<file path="src/hw/rtl/hhfp_pkg.sv">
`timescale 1ns / 1ps

package hhfp_pkg;

    localparam int OVERFLOW_SLOTS = 16;
    localparam int SLOT_W         = $clog2(OVERFLOW_SLOTS + 1);
    localparam int LIMIT_W        = 5;
    localparam int CMP_W          = (SLOT_W > LIMIT_W) ? SLOT_W : LIMIT_W;

    localparam int KNOWN_COUNT = 9;
    localparam int ID_W        = 4;
    localparam int POS_W       = 16;
    localparam int HASH_W      = 32;

    localparam logic [ID_W-1:0]   ID_UNKNOWN = 4'd9;
    localparam logic [SLOT_W-1:0] NO_SLOT    = SLOT_W'(OVERFLOW_SLOTS);
    localparam logic [4:0]        LINK_KNOWN = 5'd16;
    localparam logic [4:0]        LINK_NONE  = 5'd17;

    localparam logic [HASH_W-1:0] HASH_MUL = 32'h5bd1e995;
    localparam int                HASH_SHIFT = 15;

    localparam logic [HASH_W-1:0] KNOWN_HASH [KNOWN_COUNT] = '{
        32'h1e5aeec4, 32'h240bbc50, 32'h41141d0c, 32'hc947e5d0, 32'h8fd8a976,
        32'h8210d858, 32'h60f97fde, 32'h4def559a, 32'ha13e549b
    };

    // event kinds
    localparam logic [1:0] EV_KEY      = 2'd0;
    localparam logic [1:0] EV_VALUE    = 2'd1;
    localparam logic [1:0] EV_COMPLETE = 2'd2;
    localparam logic [1:0] EV_ERROR    = 2'd3;

    // error codes
    localparam logic ERR_BAD_REQUEST = 1'b0;
    localparam logic ERR_TOO_LARGE   = 1'b1;

    // configuration register indexes
    localparam logic CFG_HASH_SEED      = 1'b0;
    localparam logic CFG_OVERFLOW_LIMIT = 1'b1;

    localparam logic [7:0] CH_COLON = 8'h3a;
    localparam logic [7:0] CH_CR    = 8'h0d;
    localparam logic [7:0] CH_LF    = 8'h0a;
    localparam logic [7:0] CH_SPACE = 8'h20;
    localparam logic [7:0] CH_TAB   = 8'h09;
    localparam logic [7:0] CH_TILDE = 8'h7e;

    typedef struct packed {
        logic [1:0]        event_kind;
        logic [ID_W-1:0]   header_id;
        logic              in_overflow;
        logic [3:0]        slot_index;
        logic [4:0]        link_after;
        logic [POS_W-1:0]  span_start;
        logic [POS_W-1:0]  span_length;
        logic [HASH_W-1:0] key_hash;
        logic              error_code;
    } hhfp_result_t;

    typedef struct packed {
        logic        cmd;
        logic [7:0]  data_byte;
        logic [POS_W-1:0] start_position;
    } hhfp_item_t;

endpackage

</file>
<file path="src/hw/rtl/hhfp_key_hash.sv">
`timescale 1ns / 1ps

module hhfp_key_hash
    import hhfp_pkg::*;
(
    input  logic [HASH_W-1:0] hash_in,
    input  logic [7:0]        key_char,
    output logic [HASH_W-1:0] hash_out
);

    logic [7:0]        lower_char;
    logic [HASH_W-1:0] mixed;
    logic [HASH_W-1:0] product;

    always_comb
    begin
        // fold upper case to lower case
        if (key_char >= 8'h41 && key_char <= 8'h5a)
        begin
            lower_char = key_char + 8'd32;
        end
        else
        begin
            lower_char = key_char;
        end
        mixed    = hash_in ^ {24'd0, lower_char};
        product  = mixed * HASH_MUL;
        hash_out = product ^ (product >> HASH_SHIFT);
    end

endmodule

</file>
<file path="src/hw/rtl/hhfp_parser.sv">
`timescale 1ns / 1ps

module hhfp_parser
    import hhfp_pkg::*;
(
    input  logic         clk,
    input  logic         rst_n,
    input  logic         cfg_we,
    input  logic         cfg_index,
    input  logic [31:0]  cfg_data,
    input  logic         step_en,
    input  hhfp_item_t   item,
    output logic         res_valid,
    output hhfp_result_t res
);

    localparam logic [2:0] PH_KEY      = 3'd0;
    localparam logic [2:0] PH_VALUE    = 3'd1;
    localparam logic [2:0] PH_CR       = 3'd2;
    localparam logic [2:0] PH_LF       = 3'd3;
    localparam logic [2:0] PH_DECISION = 3'd4;
    localparam logic [2:0] PH_COMPLETE = 3'd5;
    localparam logic [2:0] PH_ERROR    = 3'd6;

    logic [HASH_W-1:0]  hash_seed_reg;
    logic [LIMIT_W-1:0] overflow_limit_reg;

    logic [2:0]         phase_reg, phase_next;
    logic [POS_W-1:0]   position_reg, position_next;
    logic [POS_W-1:0]   key_begin_reg, key_begin_next;
    logic [POS_W-1:0]   value_begin_reg, value_begin_next;
    logic [HASH_W-1:0]  hash_reg, hash_next;
    logic               blank_reg, blank_next;
    logic               skipping_reg, skipping_next;
    logic [ID_W-1:0]    active_header_reg, active_header_next;
    logic [SLOT_W-1:0]  active_ovf_reg, active_ovf_next;
    logic [SLOT_W-1:0]  used_reg, used_next;
    logic [KNOWN_COUNT-1:0] taken_reg, taken_next;
    logic [SLOT_W-1:0]  tail_reg [KNOWN_COUNT];
    logic [SLOT_W-1:0]  tail_next [KNOWN_COUNT];

    logic [7:0]         c;
    logic               in_decision;
    logic [HASH_W-1:0]  hash_eff;
    logic [POS_W-1:0]   key_begin_eff;
    logic [POS_W-1:0]   value_begin_eff;
    logic [POS_W-1:0]   position_inc;
    logic [HASH_W-1:0]  hash_stepped;
    logic               known_hit;
    logic [ID_W-1:0]    hit_id;
    logic               is_token;
    logic [CMP_W-1:0]   limit_eff;
    logic               slots_full;
    logic               value_ovf;
    logic [SLOT_W-1:0]  hit_tail;

    assign c             = item.data_byte;
    assign in_decision   = (phase_reg == PH_DECISION);
    assign hash_eff      = in_decision ? hash_seed_reg : hash_reg;
    assign key_begin_eff = in_decision ? position_reg : key_begin_reg;
    assign position_inc  = position_reg + 1'b1;

    hhfp_key_hash u_key_hash (
        .hash_in  (hash_eff),
        .key_char (c),
        .hash_out (hash_stepped)
    );

    // lowest matching entry wins
    always_comb
    begin
        known_hit = 1'b0;
        hit_id    = ID_UNKNOWN;
        for (int i = KNOWN_COUNT - 1; i >= 0; i--)
        begin
            if (KNOWN_HASH[i] == hash_eff)
            begin
                known_hit = 1'b1;
                hit_id    = ID_W'(i);
            end
        end
    end

    always_comb
    begin
        is_token = 1'b0;
        if ((c >= 8'h30 && c <= 8'h39) || (c >= 8'h61 && c <= 8'h7a) ||
            (c >= 8'h41 && c <= 8'h5a))
        begin
            is_token = 1'b1;
        end
        else
        begin
            case (c)
                8'h21, 8'h23, 8'h24, 8'h25, 8'h26, 8'h27, 8'h2a, 8'h2b,
                8'h2d, 8'h2e, 8'h5e, 8'h5f, 8'h60, 8'h7c, 8'h7e:
                    is_token = 1'b1;
                default:
                    is_token = 1'b0;
            endcase
        end
    end

    always_comb
    begin
        if (CMP_W'(overflow_limit_reg) > CMP_W'(OVERFLOW_SLOTS))
        begin
            limit_eff = CMP_W'(OVERFLOW_SLOTS);
        end
        else
        begin
            limit_eff = CMP_W'(overflow_limit_reg);
        end
        slots_full = (CMP_W'(used_reg) >= limit_eff);
    end

    assign hit_tail  = tail_reg[hit_id[$clog2(KNOWN_COUNT)-1:0]];
    assign value_ovf = (active_ovf_reg != NO_SLOT);
    assign value_begin_eff = skipping_reg ? position_reg : value_begin_reg;

    always_comb
    begin
        phase_next         = phase_reg;
        position_next      = position_reg;
        key_begin_next     = key_begin_reg;
        value_begin_next   = value_begin_reg;
        hash_next          = hash_reg;
        blank_next         = blank_reg;
        skipping_next      = skipping_reg;
        active_header_next = active_header_reg;
        active_ovf_next    = active_ovf_reg;
        used_next          = used_reg;
        taken_next         = taken_reg;
        tail_next          = tail_reg;
        res_valid          = 1'b0;
        res                = '0;

        if (item.cmd)
        begin
            phase_next         = PH_KEY;
            position_next      = item.start_position;
            key_begin_next     = item.start_position;
            value_begin_next   = item.start_position;
            hash_next          = hash_seed_reg;
            blank_next         = 1'b0;
            skipping_next      = 1'b0;
            active_header_next = ID_UNKNOWN;
            active_ovf_next    = NO_SLOT;
            used_next          = '0;
            taken_next         = '0;
            for (int i = 0; i < KNOWN_COUNT; i++)
            begin
                tail_next[i] = NO_SLOT;
            end
        end
        else
        begin
            case (phase_reg)
                PH_KEY, PH_DECISION:
                begin
                    if (in_decision && c == CH_CR)
                    begin
                        blank_next    = 1'b1;
                        position_next = position_inc;
                        phase_next    = PH_LF;
                    end
                    else
                    begin
                        // a new line starts a fresh key
                        blank_next         = 1'b0;
                        key_begin_next     = key_begin_eff;
                        hash_next          = hash_eff;
                        active_header_next = ID_UNKNOWN;
                        active_ovf_next    = NO_SLOT;
                        phase_next         = PH_KEY;
                        if (c == CH_COLON)
                        begin
                            position_next      = position_inc;
                            active_header_next = hit_id;
                            res.event_kind     = EV_KEY;
                            res.header_id      = hit_id;
                            res.link_after     = LINK_NONE;
                            res.span_start     = key_begin_eff;
                            res.span_length    = position_reg - key_begin_eff;
                            res.key_hash       = hash_eff;
                            res_valid          = 1'b1;
                            if (known_hit && !taken_reg[hit_id[$clog2(KNOWN_COUNT)-1:0]])
                            begin
                                taken_next[hit_id[$clog2(KNOWN_COUNT)-1:0]] = 1'b1;
                            end
                            else if (!slots_full)
                            begin
                                active_ovf_next = used_reg;
                                res.in_overflow = 1'b1;
                                res.slot_index  = 4'(used_reg);
                                if (known_hit)
                                begin
                                    res.link_after = (hit_tail == NO_SLOT) ? LINK_KNOWN
                                                                           : 5'(hit_tail);
                                    tail_next[hit_id[$clog2(KNOWN_COUNT)-1:0]] = used_reg;
                                end
                            end
                            if (!(known_hit && !taken_reg[hit_id[$clog2(KNOWN_COUNT)-1:0]])
                                && slots_full)
                            begin
                                phase_next     = PH_ERROR;
                                res            = '0;
                                res.event_kind = EV_ERROR;
                                res.error_code = ERR_TOO_LARGE;
                            end
                            else
                            begin
                                hash_next     = hash_seed_reg;
                                skipping_next = 1'b1;
                                phase_next    = PH_VALUE;
                            end
                        end
                        else if (!is_token)
                        begin
                            phase_next     = PH_ERROR;
                            res_valid      = 1'b1;
                            res.event_kind = EV_ERROR;
                            res.error_code = ERR_BAD_REQUEST;
                        end
                        else
                        begin
                            hash_next     = hash_stepped;
                            position_next = position_inc;
                        end
                    end
                end

                PH_VALUE:
                begin
                    if (skipping_reg && (c == CH_SPACE || c == CH_TAB))
                    begin
                        position_next = position_inc;
                    end
                    else
                    begin
                        value_begin_next = value_begin_eff;
                        skipping_next    = 1'b0;
                        if (c == CH_CR)
                        begin
                            if (value_ovf && (CMP_W'(used_reg) < CMP_W'(OVERFLOW_SLOTS)))
                            begin
                                used_next = used_reg + 1'b1;
                            end
                            position_next   = position_inc;
                            phase_next      = PH_LF;
                            res_valid       = 1'b1;
                            res.event_kind  = EV_VALUE;
                            res.header_id   = active_header_reg;
                            res.in_overflow = value_ovf;
                            res.slot_index  = value_ovf ? 4'(active_ovf_reg) : 4'd0;
                            res.link_after  = LINK_NONE;
                            res.span_start  = value_begin_eff;
                            res.span_length = position_reg - value_begin_eff;
                        end
                        else if (c < CH_SPACE || c > CH_TILDE)
                        begin
                            phase_next     = PH_ERROR;
                            res_valid      = 1'b1;
                            res.event_kind = EV_ERROR;
                            res.error_code = ERR_BAD_REQUEST;
                        end
                        else
                        begin
                            position_next = position_inc;
                        end
                    end
                end

                PH_CR:
                begin
                    if (c != CH_CR)
                    begin
                        phase_next     = PH_ERROR;
                        res_valid      = 1'b1;
                        res.event_kind = EV_ERROR;
                        res.error_code = ERR_BAD_REQUEST;
                    end
                    else
                    begin
                        position_next = position_inc;
                        phase_next    = PH_LF;
                    end
                end

                PH_LF:
                begin
                    if (c != CH_LF)
                    begin
                        phase_next     = PH_ERROR;
                        res_valid      = 1'b1;
                        res.event_kind = EV_ERROR;
                        res.error_code = ERR_BAD_REQUEST;
                    end
                    else
                    begin
                        position_next = position_inc;
                        if (blank_reg)
                        begin
                            phase_next     = PH_COMPLETE;
                            res_valid      = 1'b1;
                            res.event_kind = EV_COMPLETE;
                            res.span_start = position_inc;
                        end
                        else
                        begin
                            phase_next = PH_DECISION;
                        end
                    end
                end

                default:
                begin
                    // complete or error: drop bytes until a new block
                end
            endcase
        end
    end

    always_ff @(posedge clk or negedge rst_n)
    begin
        if (!rst_n)
        begin
            hash_seed_reg      <= '0;
            overflow_limit_reg <= LIMIT_W'(16);
        end
        else if (cfg_we)
        begin
            case (cfg_index)
                CFG_HASH_SEED:      hash_seed_reg      <= cfg_data;
                CFG_OVERFLOW_LIMIT: overflow_limit_reg <= cfg_data[LIMIT_W-1:0];
                default:            hash_seed_reg      <= hash_seed_reg;
            endcase
        end
    end

    always_ff @(posedge clk or negedge rst_n)
    begin
        if (!rst_n)
        begin
            phase_reg         <= PH_KEY;
            position_reg      <= '0;
            key_begin_reg     <= '0;
            value_begin_reg   <= '0;
            hash_reg          <= '0;
            blank_reg         <= 1'b0;
            skipping_reg      <= 1'b0;
            active_header_reg <= ID_UNKNOWN;
            active_ovf_reg    <= NO_SLOT;
            used_reg          <= '0;
            taken_reg         <= '0;
            for (int i = 0; i < KNOWN_COUNT; i++)
            begin
                tail_reg[i] <= NO_SLOT;
            end
        end
        else if (step_en)
        begin
            phase_reg         <= phase_next;
            position_reg      <= position_next;
            key_begin_reg     <= key_begin_next;
            value_begin_reg   <= value_begin_next;
            hash_reg          <= hash_next;
            blank_reg         <= blank_next;
            skipping_reg      <= skipping_next;
            active_header_reg <= active_header_next;
            active_ovf_reg    <= active_ovf_next;
            used_reg          <= used_next;
            taken_reg         <= taken_next;
            tail_reg          <= tail_next;
        end
    end

endmodule

</file>
<file path="src/hw/rtl/http_header_field_parser_unit.sv">
`timescale 1ns / 1ps

// Channel  Handshake                 Payload
// in       in_valid / in_stall        cmd, data_byte, start_position
// out      out_valid / out_stall      event_kind .. error_code
// cfg      cfg_valid / cfg_ready      cfg_index, cfg_data
//
// One byte per cycle unless a held result stalls: an input register feeds the
// parser step (hash multiply, known-header compare, phase update) straight into
// the result register.
// Reset clears the parser to the key phase with seed 0 and a limit of 16.
// A held result stalls the step; the input register then holds its byte.

module http_header_field_parser_unit
    import hhfp_pkg::*;
(
    input  logic              clk,
    input  logic              rst_n,

    input  logic              in_valid,
    output logic              in_stall,
    input  logic              cmd,
    input  logic [7:0]        data_byte,
    input  logic [POS_W-1:0]  start_position,

    output logic              out_valid,
    input  logic              out_stall,
    output logic [1:0]        event_kind,
    output logic [ID_W-1:0]   header_id,
    output logic              in_overflow,
    output logic [3:0]        slot_index,
    output logic [4:0]        link_after,
    output logic [POS_W-1:0]  span_start,
    output logic [POS_W-1:0]  span_length,
    output logic [HASH_W-1:0] key_hash,
    output logic              error_code,

    input  logic              cfg_valid,
    output logic              cfg_ready,
    input  logic              cfg_index,
    input  logic [31:0]       cfg_data
);

    logic         in_vld_reg;
    hhfp_item_t   item_reg;
    logic         out_vld_reg;
    hhfp_result_t res_reg;
    logic         step_en;
    logic         res_valid;
    hhfp_result_t res;

    assign cfg_ready = 1'b1;
    assign step_en   = in_vld_reg && (!out_vld_reg || !out_stall);
    assign in_stall  = in_vld_reg && !step_en;

    hhfp_parser u_parser (
        .clk       (clk),
        .rst_n     (rst_n),
        .cfg_we    (cfg_valid && cfg_ready),
        .cfg_index (cfg_index),
        .cfg_data  (cfg_data),
        .step_en   (step_en),
        .item      (item_reg),
        .res_valid (res_valid),
        .res       (res)
    );

    always_ff @(posedge clk or negedge rst_n)
    begin
        if (!rst_n)
        begin
            in_vld_reg <= 1'b0;
        end
        else if (in_valid && !in_stall)
        begin
            in_vld_reg <= 1'b1;
        end
        else if (step_en)
        begin
            in_vld_reg <= 1'b0;
        end
    end

    always_ff @(posedge clk)
    begin
        if (in_valid && !in_stall)
        begin
            item_reg.cmd            <= cmd;
            item_reg.data_byte      <= data_byte;
            item_reg.start_position <= start_position;
        end
    end

    always_ff @(posedge clk or negedge rst_n)
    begin
        if (!rst_n)
        begin
            out_vld_reg <= 1'b0;
        end
        else if (step_en && res_valid)
        begin
            out_vld_reg <= 1'b1;
        end
        else if (!out_stall)
        begin
            out_vld_reg <= 1'b0;
        end
    end

    always_ff @(posedge clk)
    begin
        if (step_en && res_valid)
        begin
            res_reg <= res;
        end
    end

    assign out_valid   = out_vld_reg;
    assign event_kind  = res_reg.event_kind;
    assign header_id   = res_reg.header_id;
    assign in_overflow = res_reg.in_overflow;
    assign slot_index  = res_reg.slot_index;
    assign link_after  = res_reg.link_after;
    assign span_start  = res_reg.span_start;
    assign span_length = res_reg.span_length;
    assign key_hash    = res_reg.key_hash;
    assign error_code  = res_reg.error_code;

endmodule

</file>
<file path="config.mk">
export PLATFORM = sky130hd
export DESIGN_NAME = http_header_field_parser_unit
export DESIGN_NICKNAME = d
export VERILOG_FILES = /design/src/hw/rtl/hhfp_pkg.sv /design/src/hw/rtl/hhfp_key_hash.sv /design/src/hw/rtl/hhfp_parser.sv /design/src/hw/rtl/http_header_field_parser_unit.sv
export SDC_FILE = /design/constraint.sdc
export NUM_CORES = 1
export LEC_CHECK = 0
export BUFFER_PORTS_ARGS = -buffer_cell sky130_fd_sc_hd__clkbuf_2
export CAP_MARGIN = 20
export CORE_MARGIN = 1.5
export CORE_UTILIZATION = 30
export CTS_BUF_LIST = sky130_fd_sc_hd__clkbuf_16
export CTS_CLUSTER_SIZE = 25
export DETAILED_ROUTE_END_ITERATION = 8
export SYNTH_ARGS = -nofsm -noshare
export SYNTH_HDL_FRONTEND = slang
export SYNTH_SLANG_ARGS = --single-unit
</file>
<file path="constraint.sdc">
create_clock -name clk -period 11.4 [get_ports clk]
set_clock_uncertainty 0.2 [all_clocks]
set_input_delay 0.57 -clock clk [delete_from_list [all_inputs] [get_ports clk]]
set_output_delay 0.57 -clock clk [all_outputs]
set_load 0.02 [all_outputs]
</file>
# After elaboration in Yosys (flattened, before gate mapping)
# Cells that the tools add are included.
# totals
output_inout_bits,84
register_bits,298
# classes
multipliers,1
add_sub_neg,5
order_cmp,15
bitwise_logic,7
eq_ne,50
mux,144
reduce_logical,51
# ops
cell,n
$mux W45,7
$mux W16,19
$mux W32,7
$mux W81,2
$eq A32 B32 Y1 const A,4
$eq A31 B32 Y1 const A,3
$eq A8 B6 Y1 const B,12
$mux W5,17
$mux W78,1
$pmux W16 S4,1
$mux W4,13
$mux W48,1
$pmux W16 S3,1
$mux W46,1
$bwmux W45,1
$mux W9,5
$eq A8 B7 Y1 const B,5
$mux W1,38
$eq A29 B32 Y1 const A,1
$eq A30 B32 Y1 const A,1
$mul A32 B31 Y32 const B,1
$pmux W16 S2,1
$sub A16 B16 Y16,2
$xor A32 B17 Y32,1
other kinds (64),128

# Depth between registers and ports, before layout
# Gate-level depths: netlist (run 1).
# logic_depth
ltp_word,25
ltp_mapped,36
mapped_depth_nobuf,32

# Cells and area by module
# A second synthesis (run 1) with hierarchy kept.
# hier_totals
hier_cells,3086
area_unflattened_um2,28522.4
# by_module_without_submodules
mod,cells_each,instances,area_each_um2
hhfp_parser,1980,1,15787.6
hhfp_key_hash,987,1,9441.6
http_header_field_parser_unit,119,1,3293.2

# Worst setup path before layout (run 1)
# Ideal clock, no wire load.
# synth_path
kind,register to register
startpoint,register u_parser.phase_reg[2]
endpoint,register u_parser.hash_reg[12]
t_required_ns,11.118
setup_time_ns,0.082
arrival_time_ns,8.866
slack_ns,2.252
stages_incl_launch_ff,33
cell_sequence,dfrtp_1 buf_4 or3b_1 buf_6 buf_6 buf_6 clkbuf_1 buf_1 clkbuf_1 a21oi_1 xnor2_1 fa_1 ha_1 inv_1 fa_1 inv_1 ha_1 fa_1 inv_1 fa_1 inv_1 fa_1 inv_1 fa_1 inv_1 ha_1 and4_1 a221o_1 a21boi_0 xnor3_1 o21ai_0 a21oi_1 a31oi_1
# synth_via
elab_chain_len,23
elab_cells_between_ends,50
classes_between,mul (1); eq/ne (11); mux (27); bitwise (2); reduce/logical (9)
# synth_rtl
item,line_no,rtl
start: declaration,hhfp_parser.sv:28,"logic [2:0] phase_reg, phase_next;"
start signal: assignment,hhfp_parser.sv:363,phase_reg <= phase_next;
"parallel branches: the longest is 23 deep, another holds $mul A32 B31 Y32",n/a,
end signal: assignment,hhfp_parser.sv:367,hash_reg <= hash_next;
end: declaration,hhfp_parser.sv:32,"logic [HASH_W-1:0] hash_reg, hash_next;"
# Parallel ways; which one is timed is not known. The select of a mux whose other input is x is not followed.
# A chain may end at the register's enable or synchronous reset.

# Worst setup path in the final report (run 1)
# layout_path
startpoint,register item_reg[21] (netlist name)
endpoint,register u_parser.hash_reg[12]
# layout_via
elab_chain_len,11
elab_cells_between_ends,44
classes_between,add/sub (1); mul (1); order compare (6); eq/ne (18); mux (8); bitwise (2); reduce/logical (8)
# layout_rtl
item,line_no,rtl
start: declaration,http_header_field_parser_unit.sv:45,hhfp_item_t item_reg;
$ge A8 B7 Y1 or $le A8 B7 Y1 (tied branches),"hhfp_key_hash.sv:18, hhfp_parser.sv:88",
$logic_and A1 B1 Y1,"hhfp_key_hash.sv:18, hhfp_parser.sv:88",
$mux W8,hhfp_key_hash.sv:18,if (key_char >= 8'h41 && key_char <= 8'h5a)
$xor A32 B8 Y32,hhfp_key_hash.sv:26,"mixed = hash_in ^ {24'd0, lower_char};"
$mul A32 B31 Y32,hhfp_key_hash.sv:27,product = mixed * HASH_MUL;
$xor A32 B17 Y32,hhfp_key_hash.sv:28,hash_out = product ^ (product >> HASH_SHIFT);
$mux W32,hhfp_parser.sv:218,else if (!is_token)
$mux W32,hhfp_parser.sv:176,if (c == CH_COLON)
$mux W32,hhfp_parser.sv:161,if (in_decision && c == CH_CR)
$mux W32,hhfp_parser.sv:158,case (phase_reg)
$mux W32,hhfp_parser.sv:138,if (item.cmd)
# Parallel ways exist; a longest one is shown, timed or not. The select of a mux whose other input is x is not followed.

==> results.json, run 1 <==
{
  "yosys_register_bits": 298,
  "number_of_buffers_and_inverters_on_the_critical_path": 6,
  "post_route_cells_drive_above_1_share_pct": 12.63,
  "postSynthAreaPerCell_um2": 9.551,
  "initial_utilization_pct": 30.41,
  "achievable-frequency_mhz": 102.0,
  "setup.worst_path.end_class": "register",
  "clock_insertion_delay_worst_skew_ns": 0.58,
  "finalSetupViolations": 0,
  "cts-root-to-sink-buffers": 3,
  "final.fill_count": 9254,
  "synth_sequential_area_ratio_pct": 29.11,
  "vias": 22340,
  "first_global_vias": 22190,
  "yosysWarningCount": 0,
  "placement.io_buffers": 145,
  "finish.net_count": 3515,
  "yosys.area.top_type": "sky130_fd_sc_hd__dfrtp_1",
  "outcome": "completed",
  "worst_ep_required_time_ns": 11.71,
  "synth.net_count": 3390,
  "max_cap_violations": 0,
  "io_pins": 147,
  "crit_type": "register to register",
  "wl_per_cell_um": 22.20,
  "diodes": 0,
  "slew_headroom_pct": 25.27,
  "rows": 110,
  "final-seq-area_mm2": 0.008004,
  "die-area_mm2": 0.09348,
  "worst-path-max-fanout": 14,
  "cts_tree": "yes",
  "fin_crit_ns": 9.806,
  "count_of_mapped_cells_out_of_synthesis": 2879,
  "area_growth_syn_to_layout_pct": 12.72,
  "grt_antenna_before_repair": 6,
  "yosysTopAreaCellShare_pct": 16.29,
  "cpPeakStageDelay_ns": 0.74,
  "cpMostUsedCell": "sky130_fd_sc_hd__fa_1",
  "htree_levels": 2,
  "postRouteAntennaNets": 0,
  "asyncSetResetFlopFracSynth_pct": 64.43,
  "clk_pin_slew_ns": 0.07,
  "drt_wl_total_mm": 93.40,
  "critPathTopFamily": "adder cells",
  "min_period_over_period_pct": 86.02,
  "largest_register_ffs": 45,
  "synth.area.top_cells": "sky130_fd_sc_hd__dfrtp_1 (16%), sky130_fd_sc_hd__fa_1 (13%), sky130_fd_sc_hd__ha_1 (12%), sky130_fd_sc_hd__edfxtp_1 (12%), sky130_fd_sc_hd__inv_1 (5.5%)",
  "drt_pass1_iterations": 6,
  "worst_hold_path_type": "primary input to register",
  "cts_inserted_buffers": 36,
  "coreArea_mm2": 0.09042,
  "die_width_um": 305.7,
  "count_of_flip_flops_with_a_built_in_enable_after_synthesis": 106,
  "gr-total-overflow": 0,
  "grt_pass1_wl_mm": 141.3,
  "detail_route.vias_per_cell": 5.309,
  "synth_area_mm2": 0.02750,
  "first_iter_violations": 2041,
  "critPathLaunchType": "register",
  "rsz0062_at_grt": "false",
  "final_max_slew_viol_count": 0,
  "die_y_um": 305.7,
  "routabilityCongestion": 0.9461,
  "multiInputGateArea_mm2": 0.01752,
  "synth_flop_cell": "sky130_fd_sc_hd__dfrtp_1",
  "post-dp-hpwl_mm": 70.95,
  "dp_worst_setup_slack_ns": 1.616,
  "max_slew.worst_pin.slew_ns": 1.111,
  "final_critical_path_setup_slack_ns": 1.594,
  "hold_violations_final": 0,
  "gr-usage-all-layers_pct": 19.80,
  "cts_num_sinks": 298,
  "grt_start_max_net_pins": 102,
  "post-route-drc-count": 0,
  "cp_data_arrival_time_ns": 10.11,
  "worst_path_max_delay_cell": "sky130_fd_sc_hd__fa_1",
  "final_util_pct": 34.28,
  "setup_tns_ns": 0,
  "synth_cell_type_count": 103,
  "clockRootBuffer": "sky130_fd_sc_hd__clkbuf_16"
}
[synthesized netlist by cell type, types with 10 or more instances]
cell                       count
sky130_fd_sc_hd__a22o_1       10
sky130_fd_sc_hd__buf_2        15
sky130_fd_sc_hd__a22oi_1      23
sky130_fd_sc_hd__a211oi_1     15
sky130_fd_sc_hd__xor2_1       30
sky130_fd_sc_hd__a21o_1       26
sky130_fd_sc_hd__inv_1       405
sky130_fd_sc_hd__nor2b_1      12
sky130_fd_sc_hd__nand4b_1     14
sky130_fd_sc_hd__o21ai_0     152
sky130_fd_sc_hd__nand2b_1     25
sky130_fd_sc_hd__nand2_1     212
sky130_fd_sc_hd__o21bai_1     10
sky130_fd_sc_hd__o22ai_1      36
sky130_fd_sc_hd__or4_1        10
sky130_fd_sc_hd__mux2i_1     117
sky130_fd_sc_hd__or3_1        26
sky130_fd_sc_hd__nor2_1      187
sky130_fd_sc_hd__fa_1        180
sky130_fd_sc_hd__a31oi_1      31
sky130_fd_sc_hd__dfstp_2      13
sky130_fd_sc_hd__edfxtp_1    106
sky130_fd_sc_hd__buf_1        11
sky130_fd_sc_hd__nor3b_1      12
sky130_fd_sc_hd__nand3_1      55
sky130_fd_sc_hd__nor3_1       35
sky130_fd_sc_hd__xnor2_1     106
sky130_fd_sc_hd__o211ai_1     23
sky130_fd_sc_hd__ha_1        268
sky130_fd_sc_hd__mux2_2       57
sky130_fd_sc_hd__and2_1       20
sky130_fd_sc_hd__nor4_1       28
sky130_fd_sc_hd__clkbuf_1     95
sky130_fd_sc_hd__dfrtp_1     179
sky130_fd_sc_hd__nand4_1      16
sky130_fd_sc_hd__and3_1       25
sky130_fd_sc_hd__a21oi_1     110
[logic make-up after synthesis]
kind of cell	Yosys count	synth area share (%)
adders and majority gates	450	25.37
DFF	298	29.11
buffers and inverters	533	7.467
other	1	0.01364
xor gates and xnor gates	140	4.660
and+or+nand+nor	727	13.38
AOI/OAI and AO/OA	554	13.31
muxes	176	6.689
[cell usage in the layout (no fill, tap or decap), drive strengths merged, types with 26 or more instances in the layout]
cell	n
a21o	26
a21oi	112
a31oi	31
buf	53
clkbuf	181
dfrtp	179
edfxtp	106
fa	180
ha	268
inv	416
mux2	59
mux2i	117
nand2	212
nand3	55
nor2	191
nor3	36
nor4	30
o21ai	156
o22ai	36
or3	27
xnor2	106
xor2	30
[path summary, 6_finish.rpt]
check	start	end	slack, ns	cells past startpoint
hold reg to reg	u_parser.active_header_reg[2]	u_parser.active_header_reg[2]	0.27	2
setup / recovery	item_reg[21]	u_parser.hash_reg[12]	1.59	28
min in group asynchronous	rst_n	u_parser.value_begin_reg[6]	0.42	2
setup reg to reg	item_reg[21]	u_parser.hash_reg[12]	1.59	28
max in group asynchronous	rst_n	u_parser.hash_seed_reg[11]	8.55	4
hold / removal	cfg_data[17]	u_parser.hash_seed_reg[17]	0.03	2
[metrics by stage]
step | hold WS (ns) | cell area (um^2) | instances
after floorplan | 0.07441 | 27500 | 2879
after global placement | 0.2540 | 29620 | 4122
after detailed placement | 0.2579 | 29660 | 4125
after CTS | 0.002938 | 30990 | 4207
after global routing | 0.01390 | 30990 | 4208
final | 0.02552 | 30990 | 4208
[per-layer routing]
metal	GRT usage [%]	share of wire (%)	routed length [um]
met5	0	0.080	75
met3	3.335	7.7	7165
met1	28.49	46	42640
met2	30.36	44	40830
met4	5.681	2.9	2688
[layout make-up]
| cell class | count | area share [%] |
|---|---|---|
| Clock buffer | 36 | 2.907 |
| Multi-Input combinational cell | 2048 | 56.53 |
| Timing Repair Buffer | 214 | 4.211 |
| Tap cell | 1176 | 4.747 |
| Clock inverter | 30 | 0.8599 |
| Inverter | 406 | 4.917 |
| Sequential cell | 298 | 25.82 |
[what timing repair did]
item                      CTS  global route
hold endpoints to repair  102             0
resized for setup           0             0
hold buffers               16             0
buffers inserted            0             0
Power of run 1 is not shown: default switching activity piles up to over one toggle a cycle in this logic, so the estimate is an artifact.
==> run 2, diff against run 1 <==
--- a/config.mk
+++ b/config.mk
@@ -5,6 +5,7 @@
 export SDC_FILE = /design/constraint.sdc
 export NUM_CORES = 1
 export LEC_CHECK = 0
+export ABC_AREA = 1
 export BUFFER_PORTS_ARGS = -buffer_cell sky130_fd_sc_hd__clkbuf_2
 export CAP_MARGIN = 20
 export CORE_MARGIN = 1.5
==> run 2 against run 1 <==
- non-clock buffer count is 4 higher
- synthesized cell count is 18% higher
- flip-flop and latch count unchanged
- sequential share of layout area about the same
- design area fell by 0.14%
- setup slack worse by 0.21 ns
- count of clock-buffer cells in the layout grew 1
- wire length is 0.84% lower
- hold slack better by 0.032 ns
- die area down 0.39%
- utilization hardly changed
- area after synthesis decreased by 0.39%
==> results.json, run 2 <==
{
  "outcome": "completed",
  "dp_worst_setup_slack_ns": 1.475,
  "clk_pin_slew_ns": 0.06,
  "die-area_mm2": 0.09312,
  "cpMostUsedCell": "sky130_fd_sc_hd__nand2_1",
  "count_of_mapped_cells_out_of_synthesis": 3394,
  "max_slew.worst_pin.slew_ns": 1.029,
  "setup_tns_ns": 0,
  "yosys_register_bits": 298,
  "fin_crit_ns": 10.02,
  "worst-path-max-fanout": 60,
  "netlist_top_cells_count": "sky130_fd_sc_hd__inv_1 (665), sky130_fd_sc_hd__nand2_1 (620), sky130_fd_sc_hd__ha_1 (268)",
  "worst_ep_required_time_ns": 11.66,
  "gr-usage-all-layers_pct": 19.86,
  "layout_common_cells": "sky130_fd_sc_hd__inv_1 (669), sky130_fd_sc_hd__nand2_1 (618), sky130_fd_sc_hd__ha_1 (268), sky130_fd_sc_hd__o21ai_0 (212), sky130_fd_sc_hd__nand3_1 (204)",
  "grt_pass1_wl_mm": 142.5,
  "synth_area_mm2": 0.02739,
  "synth_cell_type_count": 57,
  "min_period_over_period_pct": 87.90,
  "rsz0062_at_grt": "false",
  "slew_headroom_pct": 30.98,
  "cts-root-to-sink-buffers": 3,
  "post-dp-hpwl_mm": 71.11,
  "final_max_slew_viol_count": 0,
  "clock_insertion_delay_worst_skew_ns": 0.57,
  "final_util_pct": 34.28,
  "yosys.area.top_type": "sky130_fd_sc_hd__dfrtp_1",
  "drt_wl_total_mm": 92.62,
  "setup.worst_path.end_class": "register",
  "yosysWarningCount": 0,
  "first_iter_violations": 2386,
  "post-route-drc-count": 0,
  "detail_route.vias_per_cell": 5.021,
  "placement.io_buffers": 145,
  "synth_sequential_area_ratio_pct": 29.22,
  "crit_type": "register to register",
  "yosysTopAreaCellShare_pct": 16.35,
  "routabilityCongestion": 0.9589,
  "cts_tree": "yes",
  "coreArea_mm2": 0.09029,
  "cp_data_arrival_time_ns": 10.28,
  "wl_per_cell_um": 19.48,
  "hold_violations_final": 0,
  "max_cap_violations": 0,
  "io_pins": 147,
  "asyncSetResetFlopFracSynth_pct": 64.43,
  "largest_register_ffs": 45,
  "area_growth_syn_to_layout_pct": 13.00,
  "die_width_um": 305.2,
  "final_critical_path_setup_slack_ns": 1.379,
  "initial_utilization_pct": 30.34,
  "finish.net_count": 4063,
  "worst_hold_slack_ns": 0.05784,
  "die_y_um": 305.2,
  "cts_inserted_buffers": 35,
  "postSynthAreaPerCell_um2": 8.070,
  "drt_pass1_iterations": 8,
  "finalSetupViolations": 0,
  "mostFrequentLayoutCell": "sky130_fd_sc_hd__inv_1",
  "postRouteAntennaNets": 0,
  "rows": 110,
  "post_route_cells_drive_above_1_share_pct": 9.726,
  "worst_path_max_delay_cell": "sky130_fd_sc_hd__nand2_4",
  "grt_antenna_before_repair": 0,
  "vias": 23870,
  "synth_flop_cell": "sky130_fd_sc_hd__dfrtp_1",
  "achievable-frequency_mhz": 99.79,
  "worst_hold_path_type": "primary input to register",
  "count_of_flip_flops_with_a_built_in_enable_after_synthesis": 106,
  "htree_levels": 2,
  "clockRootBuffer": "sky130_fd_sc_hd__clkbuf_16",
  "post-synth-top-count-cell": "sky130_fd_sc_hd__inv_1",
  "cts_num_sinks": 298,
  "cpPeakStageDelay_ns": 0.63,
  "grt_start_max_net_pins": 86,
  "cts.repair_timing.setup_buffer_count": 0,
  "diodes": 0,
  "first_global_vias": 23260,
  "critPathLaunchType": "register",
  "synth.area.top_cells": "sky130_fd_sc_hd__dfrtp_1 (16%), sky130_fd_sc_hd__fa_1 (13%), sky130_fd_sc_hd__ha_1 (12%), sky130_fd_sc_hd__edfxtp_1 (12%), sky130_fd_sc_hd__inv_1 (9.1%)",
  "synth.net_count": 3905,
  "gr-total-overflow": 0
}
==> run 2: changes by cell type after synthesis, moves of 24 or more <==
cell,change
sky130_fd_sc_hd__or3_1,-26
sky130_fd_sc_hd__or2_2,+26
sky130_fd_sc_hd__nand2_1,+408
sky130_fd_sc_hd__a21oi_1,+84
sky130_fd_sc_hd__nand3_1,+149
sky130_fd_sc_hd__nand4_1,+24
sky130_fd_sc_hd__o21ai_0,+61
sky130_fd_sc_hd__xnor2_1,-75
sky130_fd_sc_hd__clkbuf_1,-24
sky130_fd_sc_hd__nand2b_1,-25
sky130_fd_sc_hd__xor2_1,+41
sky130_fd_sc_hd__mux2_2,-57
sky130_fd_sc_hd__mux2i_1,-117
sky130_fd_sc_hd__inv_1,+260
==> run 2: cell families (layout without fill, tap and decap cells) <==
family                   count (synthesis)  in the layout  synth area share, %
XOR/XNOR                               102            102                3.262
flip-flops                             298            298                29.22
buffers and inverters                  773            957                10.84
AO/OA/AOI/OAI                          579            579                12.04
other                                    1              1              0.01369
AND/OR/NAND/NOR                       1193           1193                19.22
adder cells (fa/ha/maj)                448            448                25.40
==> run 2: what timing repair did <==
item	4_1_cts	5_1_grt
gates resized for setup	0	0
hold endpoints to repair	100	0
hold buffers	27	0
==> run 2: worst paths after layout <==
kind	startpoint	endpoint	slack, ns	cells past startpoint
worst min register to register	u_parser.hash_reg[17]	u_parser.hash_reg[17]	0.27	2
min in group asynchronous	rst_n	u_parser.tail_reg[16]	0.46	2
worst max-delay path	u_parser.phase_reg[0]	u_parser.hash_reg[13]	1.38	39
max in group asynchronous	rst_n	u_parser.hash_seed_reg[19]	8.52	4
worst min-delay path	cfg_data[17]	u_parser.hash_seed_reg[17]	0.06	3
worst max register to register	u_parser.phase_reg[0]	u_parser.hash_reg[13]	1.38	39
==> run 2: worst max-delay path: cells and delay by family, from the launching register on <==
kind	cells	cell delay, ns
xor gates and xnor gates	3	0.65
adders and majority gates	8	3.50
AOI/OAI and AO/OA	4	1.01
DFF	1	0.44
buffers and inverters	7	0.48
and+or+nand+nor	17	3.61
==> run 2: area by class of cell <==
cell class / instances / area (um^2)
inverter: 676 / 2537
fill: 9534 / 59340
clock inverter: 26 / 229.0
tap: 1176 / 1471
clock buffer: 37 / 925.9
sequential: 298 / 8004
timing repair buffer: 218 / 1348
multi-input combinational: 2323 / 16430
==> run 2: metrics by stage <==
stage / cells / instance area [um^2]
global route: 4754 / 30950
CTS: 4753 / 30940
finish: 4754 / 30950
detailed placement: 4663 / 29520
global placement: 4663 / 29520
floorplan: 3394 / 27390
==> run 2: metal layers <==
metal  vias up  wire length, um  part of all wire, %  track usage [%]
li1      11280                -                    -                -
met1     11490            43460                   47            29.60
met2       972            39320                   42            29.68
met3       125             7584                  8.2            3.349
met4         0             2258                  2.4            4.790
met5         -                0                    0                0
Power of run 2 is left out for the same reason.
